File: config.mk
export PLATFORM = sky130hd
export DESIGN_NAME = triangle_max_path_sum
export DESIGN_NICKNAME = d
export VERILOG_FILES = /design/src/hw/rtl/tmps_pkg.sv /design/src/hw/rtl/tmps_row_ram.sv /design/src/hw/rtl/triangle_max_path_sum.sv
export SDC_FILE = /design/constraint.sdc
export NUM_CORES = 2
export LEC_CHECK = 0
export ABC_AREA = 0
export BUFFER_PORTS_ARGS = -buffer_cell sky130_fd_sc_hd__buf_2
export CAP_MARGIN = 15
export CORE_MARGIN = 4
export CORE_UTILIZATION = 40
export DETAILED_ROUTE_END_ITERATION = 7
export MAX_ROUTING_LAYER = met4
export PLACE_DENSITY = 0.64
export SYNTH_ARGS = -nofsm -noshare
export SYNTH_HDL_FRONTEND = slang
export SYNTH_SLANG_ARGS = --single-unit
File: constraint.sdc
create_clock -name aclk -period 12.7 [get_ports aclk]
set_input_delay 0.635 -clock aclk [delete_from_list [all_inputs] [get_ports aclk]]
set_output_delay 0.635 -clock aclk [all_outputs]
set_load 0.02 [all_outputs]
File: src/hw/rtl/tmps_pkg.sv
// ----------------------------------------------------------------------------
// tmps_pkg
// widths, register map and shared types of the triangle path-sum block
// ----------------------------------------------------------------------------
package tmps_pkg;

    // triangle size and derived widths
    localparam int MAX_ROWS = 128;
    localparam int ROW_W    = (MAX_ROWS > 1) ? $clog2(MAX_ROWS) : 1;
    localparam int CNT_W    = ROW_W + 1;
    localparam int CFG_W    = 8;
    localparam int CMP_W    = (CNT_W > CFG_W) ? CNT_W : CFG_W;

    // data widths
    localparam int VAL_W  = 16;
    localparam int SUM_W  = 23;
    localparam int TDATA_S_W = 16;
    localparam int TDATA_M_W = 24;

    localparam logic signed [SUM_W-1:0] SUM_MOST_NEG = {1'b1, {(SUM_W-1){1'b0}}};

    // configuration port
    localparam int APB_AW = 3;
    localparam int APB_DW = 32;
    localparam logic REG_ROW_COUNT = 1'b0;

    // write side of the partial-sum row memory
    typedef struct packed {
        logic                    en;
        logic [ROW_W-1:0]        addr;
        logic signed [SUM_W-1:0] data;
    } row_wr_t;

endpackage

File: src/hw/rtl/tmps_row_ram.sv
// ----------------------------------------------------------------------------
// tmps_row_ram
// row of partial sums: one write and one registered read port per cycle,
// with forwarding of a write that lands on the entry being read
// ----------------------------------------------------------------------------
module tmps_row_ram
    import tmps_pkg::*;
(
    input  logic                    aclk,
    input  logic                    aresetn,
    input  row_wr_t                 wr,
    input  logic                    rd_en,
    input  logic [ROW_W-1:0]        rd_addr,
    output logic signed [SUM_W-1:0] rd_data
);

    logic signed [SUM_W-1:0] mem [MAX_ROWS];
    logic signed [SUM_W-1:0] rd_data_reg;
    logic signed [SUM_W-1:0] fwd_data_reg;
    logic                    fwd_reg;

    // storage: write and read-old-value read
    always_ff @(posedge aclk) begin
        if (wr.en) begin
            mem[wr.addr] <= wr.data;
        end
        if (rd_en) begin
            rd_data_reg  <= mem[rd_addr];
            fwd_data_reg <= wr.data;
        end
    end

    // forwarding flag for a same-edge write to the read entry
    always_ff @(posedge aclk) begin
        if (!aresetn) begin
            fwd_reg <= 1'b0;
        end else if (rd_en) begin
            fwd_reg <= wr.en && (wr.addr == rd_addr);
        end
    end

    assign rd_data = fwd_reg ? fwd_data_reg : rd_data_reg;

endmodule

File: src/hw/rtl/triangle_max_path_sum.sv
// ----------------------------------------------------------------------------
// triangle_max_path_sum
// largest apex-to-base path sum of a number triangle streamed in row-major
// order, using one row of partial sums kept in a dual-port memory
// ----------------------------------------------------------------------------
//  channel  | direction | payload
//  s_       | in        | tdata[15:0] entry_value
//  m_       | out       | tdata[22:0] max_sum, one transaction per triangle
//  apb      | in/out    | register 0: row_count[7:0]
//
// one entry per cycle unless stalled; a final entry goes through stage 1, then the output register
// stage 0 reads the parent column from the row memory, stage 1 adds, writes back
// and updates the running maximum; the left parent comes from the previous read
// aresetn is synchronous; no memory clearing pass is needed after reset
// input stalls only when a final sum meets a result still waiting on m_
// ----------------------------------------------------------------------------
module triangle_max_path_sum
    import tmps_pkg::*;
(
    input  logic                  aclk,
    input  logic                  aresetn,
    // input stream
    input  logic                  s_tvalid,
    output logic                  s_tready,
    input  logic [TDATA_S_W-1:0]  s_tdata,   // [15:0] entry_value
    // result stream
    output logic                  m_tvalid,
    input  logic                  m_tready,
    output logic [TDATA_M_W-1:0]  m_tdata,   // [22:0] max_sum, [23] zero
    // configuration
    input  logic                  psel,
    input  logic                  penable,
    input  logic                  pwrite,
    input  logic [APB_AW-1:0]     paddr,
    input  logic [APB_DW-1:0]     pwdata,
    output logic [APB_DW-1:0]     prdata,
    output logic                  pready
);

    // configuration and position state
    logic [CFG_W-1:0]        row_count_reg;
    logic [ROW_W-1:0]        row_pos_reg;
    logic [ROW_W-1:0]        col_pos_reg;
    logic signed [SUM_W-1:0] best_reg;
    logic signed [SUM_W-1:0] left_reg;

    // stage 1
    logic                    s1_valid_reg;
    logic signed [VAL_W-1:0] s1_value_reg;
    logic [ROW_W-1:0]        s1_col_reg;
    logic                    s1_have_left_reg;
    logic                    s1_have_above_reg;
    logic                    s1_last_row_reg;
    logic                    s1_final_reg;

    // output register
    logic                    out_valid_reg;
    logic signed [SUM_W-1:0] out_data_reg;

    logic                    cfg_wr;
    logic [CMP_W-1:0]        rows_cmp;
    logic [CNT_W-1:0]        rows_eff;
    logic                    last_row;
    logic                    row_end;
    logic                    accept;
    logic                    s1_go;
    logic signed [SUM_W-1:0] above;
    logic signed [SUM_W-1:0] parent;
    logic signed [SUM_W-1:0] sum;
    logic signed [SUM_W-1:0] best_next;
    row_wr_t                 row_wr;

    // configuration port
    assign pready = 1'b1;
    assign cfg_wr = psel && penable && pwrite && (paddr[APB_AW-1] == REG_ROW_COUNT);
    assign prdata = (paddr[APB_AW-1] == REG_ROW_COUNT) ? APB_DW'(row_count_reg) : '0;

    // effective row count: zero means one, clipped to the row memory depth
    always_comb begin
        rows_cmp = CMP_W'(row_count_reg);
        if (rows_cmp == '0) begin
            rows_cmp = CMP_W'(1);
        end else if (rows_cmp > CMP_W'(MAX_ROWS)) begin
            rows_cmp = CMP_W'(MAX_ROWS);
        end
        rows_eff = rows_cmp[CNT_W-1:0];
    end

    // stage 0 position decode
    assign last_row = ((CNT_W'(row_pos_reg) + CNT_W'(1)) == rows_eff);
    assign row_end  = (col_pos_reg == row_pos_reg);

    // handshake
    assign s1_go    = s1_valid_reg && (!s1_final_reg || !out_valid_reg || m_tready);
    assign s_tready = !s1_valid_reg || s1_go;
    assign accept   = s_tvalid && s_tready;

    // stage 1 sum
    always_comb begin
        if (s1_have_left_reg && s1_have_above_reg) begin
            parent = (left_reg > above) ? left_reg : above;
        end else if (s1_have_left_reg) begin
            parent = left_reg;
        end else if (s1_have_above_reg) begin
            parent = above;
        end else begin
            parent = '0;
        end
        sum = SUM_W'(s1_value_reg) + parent;
        best_next = (s1_last_row_reg && (sum > best_reg)) ? sum : best_reg;
    end

    assign row_wr.en   = s1_go;
    assign row_wr.addr = s1_col_reg;
    assign row_wr.data = sum;

    tmps_row_ram u_row_ram (
        .aclk    (aclk),
        .aresetn (aresetn),
        .wr      (row_wr),
        .rd_en   (accept),
        .rd_addr (col_pos_reg),
        .rd_data (above)
    );

    // control state
    always_ff @(posedge aclk) begin
        if (!aresetn) begin
            row_count_reg <= CFG_W'(1);
            row_pos_reg   <= '0;
            col_pos_reg   <= '0;
            best_reg      <= SUM_MOST_NEG;
            s1_valid_reg  <= 1'b0;
            out_valid_reg <= 1'b0;
        end else begin
            // position walk
            if (cfg_wr) begin
                row_count_reg <= pwdata[CFG_W-1:0];
                row_pos_reg   <= '0;
                col_pos_reg   <= '0;
            end else if (accept) begin
                if (row_end) begin
                    col_pos_reg <= '0;
                    row_pos_reg <= last_row ? '0 : row_pos_reg + ROW_W'(1);
                end else begin
                    col_pos_reg <= col_pos_reg + ROW_W'(1);
                end
            end

            // running maximum of the last row
            if (cfg_wr) begin
                best_reg <= SUM_MOST_NEG;
            end else if (s1_go) begin
                best_reg <= s1_final_reg ? SUM_MOST_NEG : best_next;
            end

            // stage 1 occupancy
            if (accept) begin
                s1_valid_reg <= 1'b1;
            end else if (s1_go) begin
                s1_valid_reg <= 1'b0;
            end

            // result register
            if (s1_go && s1_final_reg) begin
                out_valid_reg <= 1'b1;
            end else if (m_tready) begin
                out_valid_reg <= 1'b0;
            end
        end
    end

    // payload registers
    always_ff @(posedge aclk) begin
        if (accept) begin
            s1_value_reg      <= s_tdata[VAL_W-1:0];
            s1_col_reg        <= col_pos_reg;
            s1_have_left_reg  <= (row_pos_reg != '0) && (col_pos_reg != '0);
            s1_have_above_reg <= (row_pos_reg != '0) && !row_end;
            s1_last_row_reg   <= last_row;
            s1_final_reg      <= last_row && row_end;
        end
        if (s1_go) begin
            left_reg <= above;
        end
        if (s1_go && s1_final_reg) begin
            out_data_reg <= best_next;
        end
    end

    assign m_tvalid = out_valid_reg;
    assign m_tdata  = TDATA_M_W'($unsigned(out_data_reg));

endmodule

* Word-level counts from Yosys, hierarchy flattened
Memories as Yosys holds them, arrays and structs flattened. A register that Yosys moved wholly into a read port is not among the register bits. Cells that the tools add are included.
Word-level totals: bits in read-only memories 0, word-level logic and storage cells 73, output and inout port bits 59, register bits 144, memory bits (writable) 2944, memories 1, bits in latches 0, input port bits 58
Memories:
- u_row_ram.mem | words 128, width 23, rd ports 1, clocked after Yosys merged registers in 1, write ports 1, line tmps_row_ram.sv:17 | logic signed [SUM_W-1:0] mem [MAX_ROWS];
Operators by class: multiplexer cells 18, add/sub/neg operators 4, order comparisons 3, multipliers 0, bitwise operators 2, shift operators 0, div/mod/pow operators 0, equality and inequality tests 3, reduce and logical (&&, ||, !) cells 26
Operators with widths (count):
- $mux 23 | 7
- $gt 23x23->1 | 2
- $mux 8 | 3
- $add 16x23->23 | 1
- $add 7x1->7 const B | 2
- $eq 7x7->1 | 2
- $mux 7 | 2
- $reduce_bool 7->1 | 2
- $logic_and 1x1->1 | 12
- $add 7x1->8 const B | 1
- $eq 8x8->1 | 1
- $gt 8x8->1 const B | 1
- $logic_not 8->1 | 1
- $mux 1 | 6
- $logic_not 1->1 | 4
- $reduce_bool 2->1 | 2
- $logic_or 1x1->1 | 3
- $not 1->1 | 2
- $reduce_and 2->1 | 1
- $reduce_or 2->1 | 1

* Longest topological paths before layout
depth after elaboration 9, depth in mapped cells 34, gate-level depth less buffers 33

* By module
From an unflattened synthesis, not the netlist that was laid out.
Second synthesis, totals: cell total of the unflattened synthesis 5227, area, all modules 121480.3 sq um
Modules (own cells, without submodules):
- tmps_row_ram | cells each 4424, area an instance 113875.5 sq um, seq. area each 89806.1 sq um, instances 1
- triangle_max_path_sum | cells each 803, area an instance 7604.8 sq um, seq. area each 3133.0 sq um, instances 1

* Least setup slack after synthesis
No wires, ideal clock.
path type flip-flop to flip-flop, from register u_row_ram.fwd_reg, to register out_data_reg[22] (data pin), setup slack 1.797 ns, cell stages (with the launch flop) 32, setup time 0.272 ns, data required time 12.428 ns, period minus slack after synthesis 10.903 ns, arrival 10.630 ns, buffers on the path 4, cells stage by stage dfxtp_1 clkbuf_1 clkbuf_1 mux2i_1 ha_1 a21oi_1 nand2_1 a221oi_1 nor2b_1 nand4b_1 nand3_1 clkbuf_1 nand2_1 o21ai_0 ha_1 nor2b_1 o31a_1 o21bai_1 o2bb2ai_1 o21ai_1 a2111o_1 o21ai_1 o21ai_0 xnor2_1 ha_1 nand4_1 nor2_1 nand4_1 nand3_1 a21oi_1 clkbuf_1 mux2_2
Between the ends: word-level cells in the longest chain between the ends 8, elaborated cells between the ends (all ways) 10, those cells by class 1 x add/sub; 2 x order compare; 6 x mux; 1 x reduce/logical
RTL lines:
- start: declaration | line tmps_row_ram.sv:20 | logic fwd_reg;
- start signal: assignment | line tmps_row_ram.sv:38 | fwd_reg <= wr.en && (wr.addr == rd_addr);
- $mux 23 (*) | line tmps_row_ram.sv:42 | assign rd_data = fwd_reg ? fwd_data_reg : rd_data_reg;
- $gt 23x23->1 or $mux 23 (tied branches) | line triangle_max_path_sum.sv:101, triangle_max_path_sum.sv:104
- $mux 23 (on tied branches) | line triangle_max_path_sum.sv:101, triangle_max_path_sum.sv:102
- $mux 23 (*) | line triangle_max_path_sum.sv:100 | if (s1_have_left_reg && s1_have_above_reg) begin
- $add 16x23->23 (*) | line triangle_max_path_sum.sv:109 | sum = SUM_W'(s1_value_reg) + parent;
- named net sum[22] | line triangle_max_path_sum.sv:69 | logic signed [SUM_W-1:0] sum;
- $gt 23x23->1 | line triangle_max_path_sum.sv:110 | best_next = (s1_last_row_reg && (sum > best_reg)) ? sum : best_reg;
- $logic_and 1x1->1 | line triangle_max_path_sum.sv:110
- $mux 23 (*) | line triangle_max_path_sum.sv:110
- named net best_next[22] | line triangle_max_path_sum.sv:70 | logic signed [SUM_W-1:0] best_next;
- end signal: assignment | line triangle_max_path_sum.sv:187 | out_data_reg <= best_next;
- end: declaration | line triangle_max_path_sum.sv:58 | logic signed [SUM_W-1:0] out_data_reg;
The timed path passes the listed nets; every way through them passes the cells marked *. A chain may end at the register's enable or synchronous reset.

* Final worst setup path
from register u_row_ram.fwd_reg, to register best_reg[20]
Between the ends: word-level cells in the longest chain between the ends 9, elaborated cells between the ends (all ways) 11, those cells by class 1 x add/sub; 2 x order compare; 7 x mux; 1 x reduce/logical
RTL lines:
- $mux 23 (*) | line tmps_row_ram.sv:42
- $gt 23x23->1 or $mux 23 (tied branches) | line triangle_max_path_sum.sv:101, triangle_max_path_sum.sv:104
- $mux 23 (on tied branches) | line triangle_max_path_sum.sv:101, triangle_max_path_sum.sv:102
- $mux 23 (*) | line triangle_max_path_sum.sv:100
- $add 16x23->23 (*) | line triangle_max_path_sum.sv:109
- named net sum[9] | line triangle_max_path_sum.sv:69
- $gt 23x23->1 (*) | line triangle_max_path_sum.sv:110
- $logic_and 1x1->1 (*) | line triangle_max_path_sum.sv:110
- $mux 23 (*) | line triangle_max_path_sum.sv:110
- $mux 23 (*) | line triangle_max_path_sum.sv:154 | best_reg <= s1_final_reg ? SUM_MOST_NEG : best_next;
- end signal: assignment | line triangle_max_path_sum.sv:154
- end: declaration | line triangle_max_path_sum.sv:44 | logic signed [SUM_W-1:0] best_reg;
Marked as above.

==> metrics.csv <==
stage;metric;value;unit
synthesis;synth_cells;5414;
timing;setup_violations;0;
power_and_ir_drop;p_sw_share;23.35;%
clock_network;cts.clk_slew.worst_paths;0.06;ns
critical_path;cp_common_cell;a21oi_1;
power_and_ir_drop;p_leak;41.70;nW
clock_network;insertion_delay;0.87;ns
timing;min_period;9.129;ns
placed_design;io_buffer_count;64;
die;start_util;40.31;%
synthesis;seq_area_frac_synth;76.58;%
critical_path;worstPathMaxFanout;53;
critical_path;cpPeakStageDelay;0.80;ns
synthesis;synth_cell_types;58;
global_route;overflow;0;
critical_path;cp_slowest_cell;a21oi_4;
critical_path;reg2reg_from;u_row_ram.fwd_reg;
timing;max_slew_margin;22.13;%
drt;drt_wl_total;294200;um
placed_design;post-dp-hpwl;158600;um
global_route;grt_pass1_wl;420800;um
synthesis;ys_warn_count;0;
clock_network;cts_root_buffer;clkbuf_16;
timing;max_freq;0.1095;GHz
placed_design;placed_area;0.1277;mm2
final_layout;fill_cells;24473;
global_route;antenna_found_initial;18;
timing;worstMarginPinSlew;1.168;ns
timing;slew_violations;0;
drt;drtPass1Iterations;6;
timing;finalHoldViolCount;0;
drt;first_iter_violations;7545;
power_and_ir_drop;p_total;23.49;mW
power_and_ir_drop;power_density;170.6;mW/mm2
die;core_area;0.3010;mm2
global_route;grt_use_total;19.22;%
final_layout;area_growth_syn_to_layout;13.49;%
die;die_w;558.8;um
synthesis;ys_async_sr_fraction;0;%
synthesis;synth_edf_count;3063;
die;die_h;558.8;um
clock_network;clock_sinks;3111;
final_layout;top_register;u_row_ram.mem;
die;io_pins;117;
final_layout;drive_gt1_share;29.87;%
clock_network;numCtsBuffers;311;
final_layout;final_cell_area;0.1377;mm2
critical_path;crit_type;flop to flop;
critical_path;cp_data_arrival_time;9.81;ns
final_layout;largest_reg_flops;2944;
clock_network;post_cts.resized_instances;0;
drt;vias_per_cell;5.777;
drt;ant_nets;0;
min_path;min-delay-path-class;primary input to flop;
timing;clock_skew;0.03409;ns
drt;vias;57541;
synthesis;syn_avg_cell_area;22.42;um2
status;status;finished clean;
power_and_ir_drop;switchingPower;5.485;mW
min_path;worstHoldStart;pwdata[1];
clock_network;cts_tree;done;
power_and_ir_drop;peakVddDrop;0.1166;mV
placed_design;gp_congestion;0.8567;
power_and_ir_drop;p_seq_share;52.3;%
final_layout;finalNetCount;5891;
global_route;grt_pass1_vias;58136;
synthesis;ys_ff_latch;3111;
synthesis;synthFlopType;edfxtp_1;
drt;wire_per_inst;29.54;um
global_route;grt_max_degree;125;
critical_path;startpoint;u_row_ram.fwd_reg;
die;die-area;0.3123;mm2
critical_path;critPathCaptureType;flop;
critical_path;cp-start-kind;flop;
critical_path;crit_required;13.38;ns
drt;drcViolationCount;0;
clock_network;post_cts_buffers;0;
timing;finalCritPeriodShare;71.88;%
clock_network;cts.hold.buffers_added;22;
power_and_ir_drop;p_int;18.01;mW
timing;finalSetupTns;0;ns
clock_network;clock_path_buffers;4;
power_and_ir_drop;pwr-share-clk;38.0;%
synthesis;synth_area;0.1214;mm2
timing;grt_setup_unrepaired;no;
die;std_cell_rows;201;
clock_network;htreeDepth;5;
power_and_ir_drop;pwr-share-comb;9.7;%
final_layout;final_core_util;45.75;%
flow_run;maxCapViolations;0;
[critical path, delay by kind of cell, from the launching register on]
kind            cells  cell delay (ns)
flops               1             0.40
xor+xnor            1             0.14
compound gates     15             4.05
buf+inv             3             1.19
fa+ha+maj           3             0.82
simple gates        8             1.94
mux                 1             0.39
[cell usage in the layout (no fill, tap or decap), drive strengths merged, types with 19 or more instances in the layout]
| cell type | n |
|---|---|
| nand2 | 162 |
| a211oi | 23 |
| ha | 72 |
| clkbuf | 387 |
| nor2b | 37 |
| mux2i | 86 |
| o21ai | 76 |
| conb | 26 |
| buf | 293 |
| xnor2 | 31 |
| mux4 | 897 |
| a21oi | 65 |
| clkinv | 112 |
| dfxtp | 48 |
| a22oi | 23 |
| bufinv | 25 |
| inv | 74 |
| nor2 | 223 |
| edfxtp | 3063 |
| dlygate4sd3 | 22 |
| nand3 | 32 |
| xor2 | 19 |
[path summary, 6_finish.rpt]
| path | slack, ns | cells after the start | to |
|---|---|---|---|
| max | 3.57 | 31 | best_reg[20] |
| min | 0.07 | 3 | row_count_reg[1] |
| max reg2reg | 3.57 | 31 | best_reg[20] |
| min reg2reg | 0.51 | 2 | row_count_reg[4] |
[logic make-up after synthesis]
kind of cell	share of synthesized area (%)
AOI/OAI and AO/OA	1.533
xor gates and xnor gates	0.3609
adders and majority gates	0.7588
buffers and inverters	1.412
DFF	76.58
muxes	17.47
other	0.006188
and+or+nand+nor	1.877
[area by class of cell]
| cell class | count | area (um2) | share of cell area, % |
|---|---|---|---|
| clock buffers | 387 | 8288 | 6.018 |
| inverters | 63 | 240.2 | 0.1744 |
| well taps | 3958 | 4952 | 3.596 |
| flip-flops and latches | 3111 | 92960 | 67.50 |
| repair buffers | 315 | 2380 | 1.728 |
| multi-input cells | 1958 | 27380 | 19.88 |
| clock inverters | 162 | 1511 | 1.097 |
| diodes | 7 | 17.52 | 0.01272 |
[power groups by stage]
stage                     Sequential [mW]  Combinational (mW)  Clock [mW]
final                                12.3                2.29        8.92
after global routing                 12.3                2.48        9.53
after CTS                            12.3                2.32        9.10
after detailed placement             12.5                2.32           0
after global placement               12.5                2.21           0
after floorplan                      12.7                1.32           0
[per-layer routing]
metal	vias up	routed length (um)	share of wire, %	GRT usage (%)
li1	23452	-	-	-
met1	30892	117500	40	26.01
met2	2725	143100	49	30.25
met3	472	25090	8.5	3.176
met4	0	8627	2.9	5.725
met5	-	0	0	-
[synth_stat cells, drive strengths merged (4+ instances only)]
library cell,number,area (um2)
nor3,9,50.05
a31oi,17,106.4
clkbuf,131,491.7
nand4,16,100.1
a21o,12,90.09
ha,72,900.9
mux4,897,20200
nand2b,6,37.54
a221oi,11,96.34
xnor2,31,271.5
a22oi,23,172.7
or3,5,31.28
inv,62,232.7
mux2i,86,860.8
o211ai,4,30.03
and3,7,43.79
a21boi,10,75.07
o221ai,15,131.4
nor2,223,837.1
nand2,162,608.1
nand4b,4,35.03
dfxtp,48,960.9
o21a,7,52.55
nand3,32,160.2
buf,175,985.9
o21ai,76,380.4
o22ai,17,106.4
mux2,12,135.1
nor4,6,43.79
xor2,19,166.4
nor2b,37,231.5
edfxtp,3063,91980
a21oi,65,325.3
a211oi,23,172.7
[per-stage QoR]
stage	instances	setup slack (ns)	hold slack [ns]
final	9961	3.571	0.06882
after global routing	9956	2.668	0.05910
after CTS	9953	3.616	0.009215
after detailed placement	9382	3.675	0.4997
after global placement	9382	3.813	0.4921
after floorplan	5438	1.797	0.4064
Power figures use the tool's default switching activity.
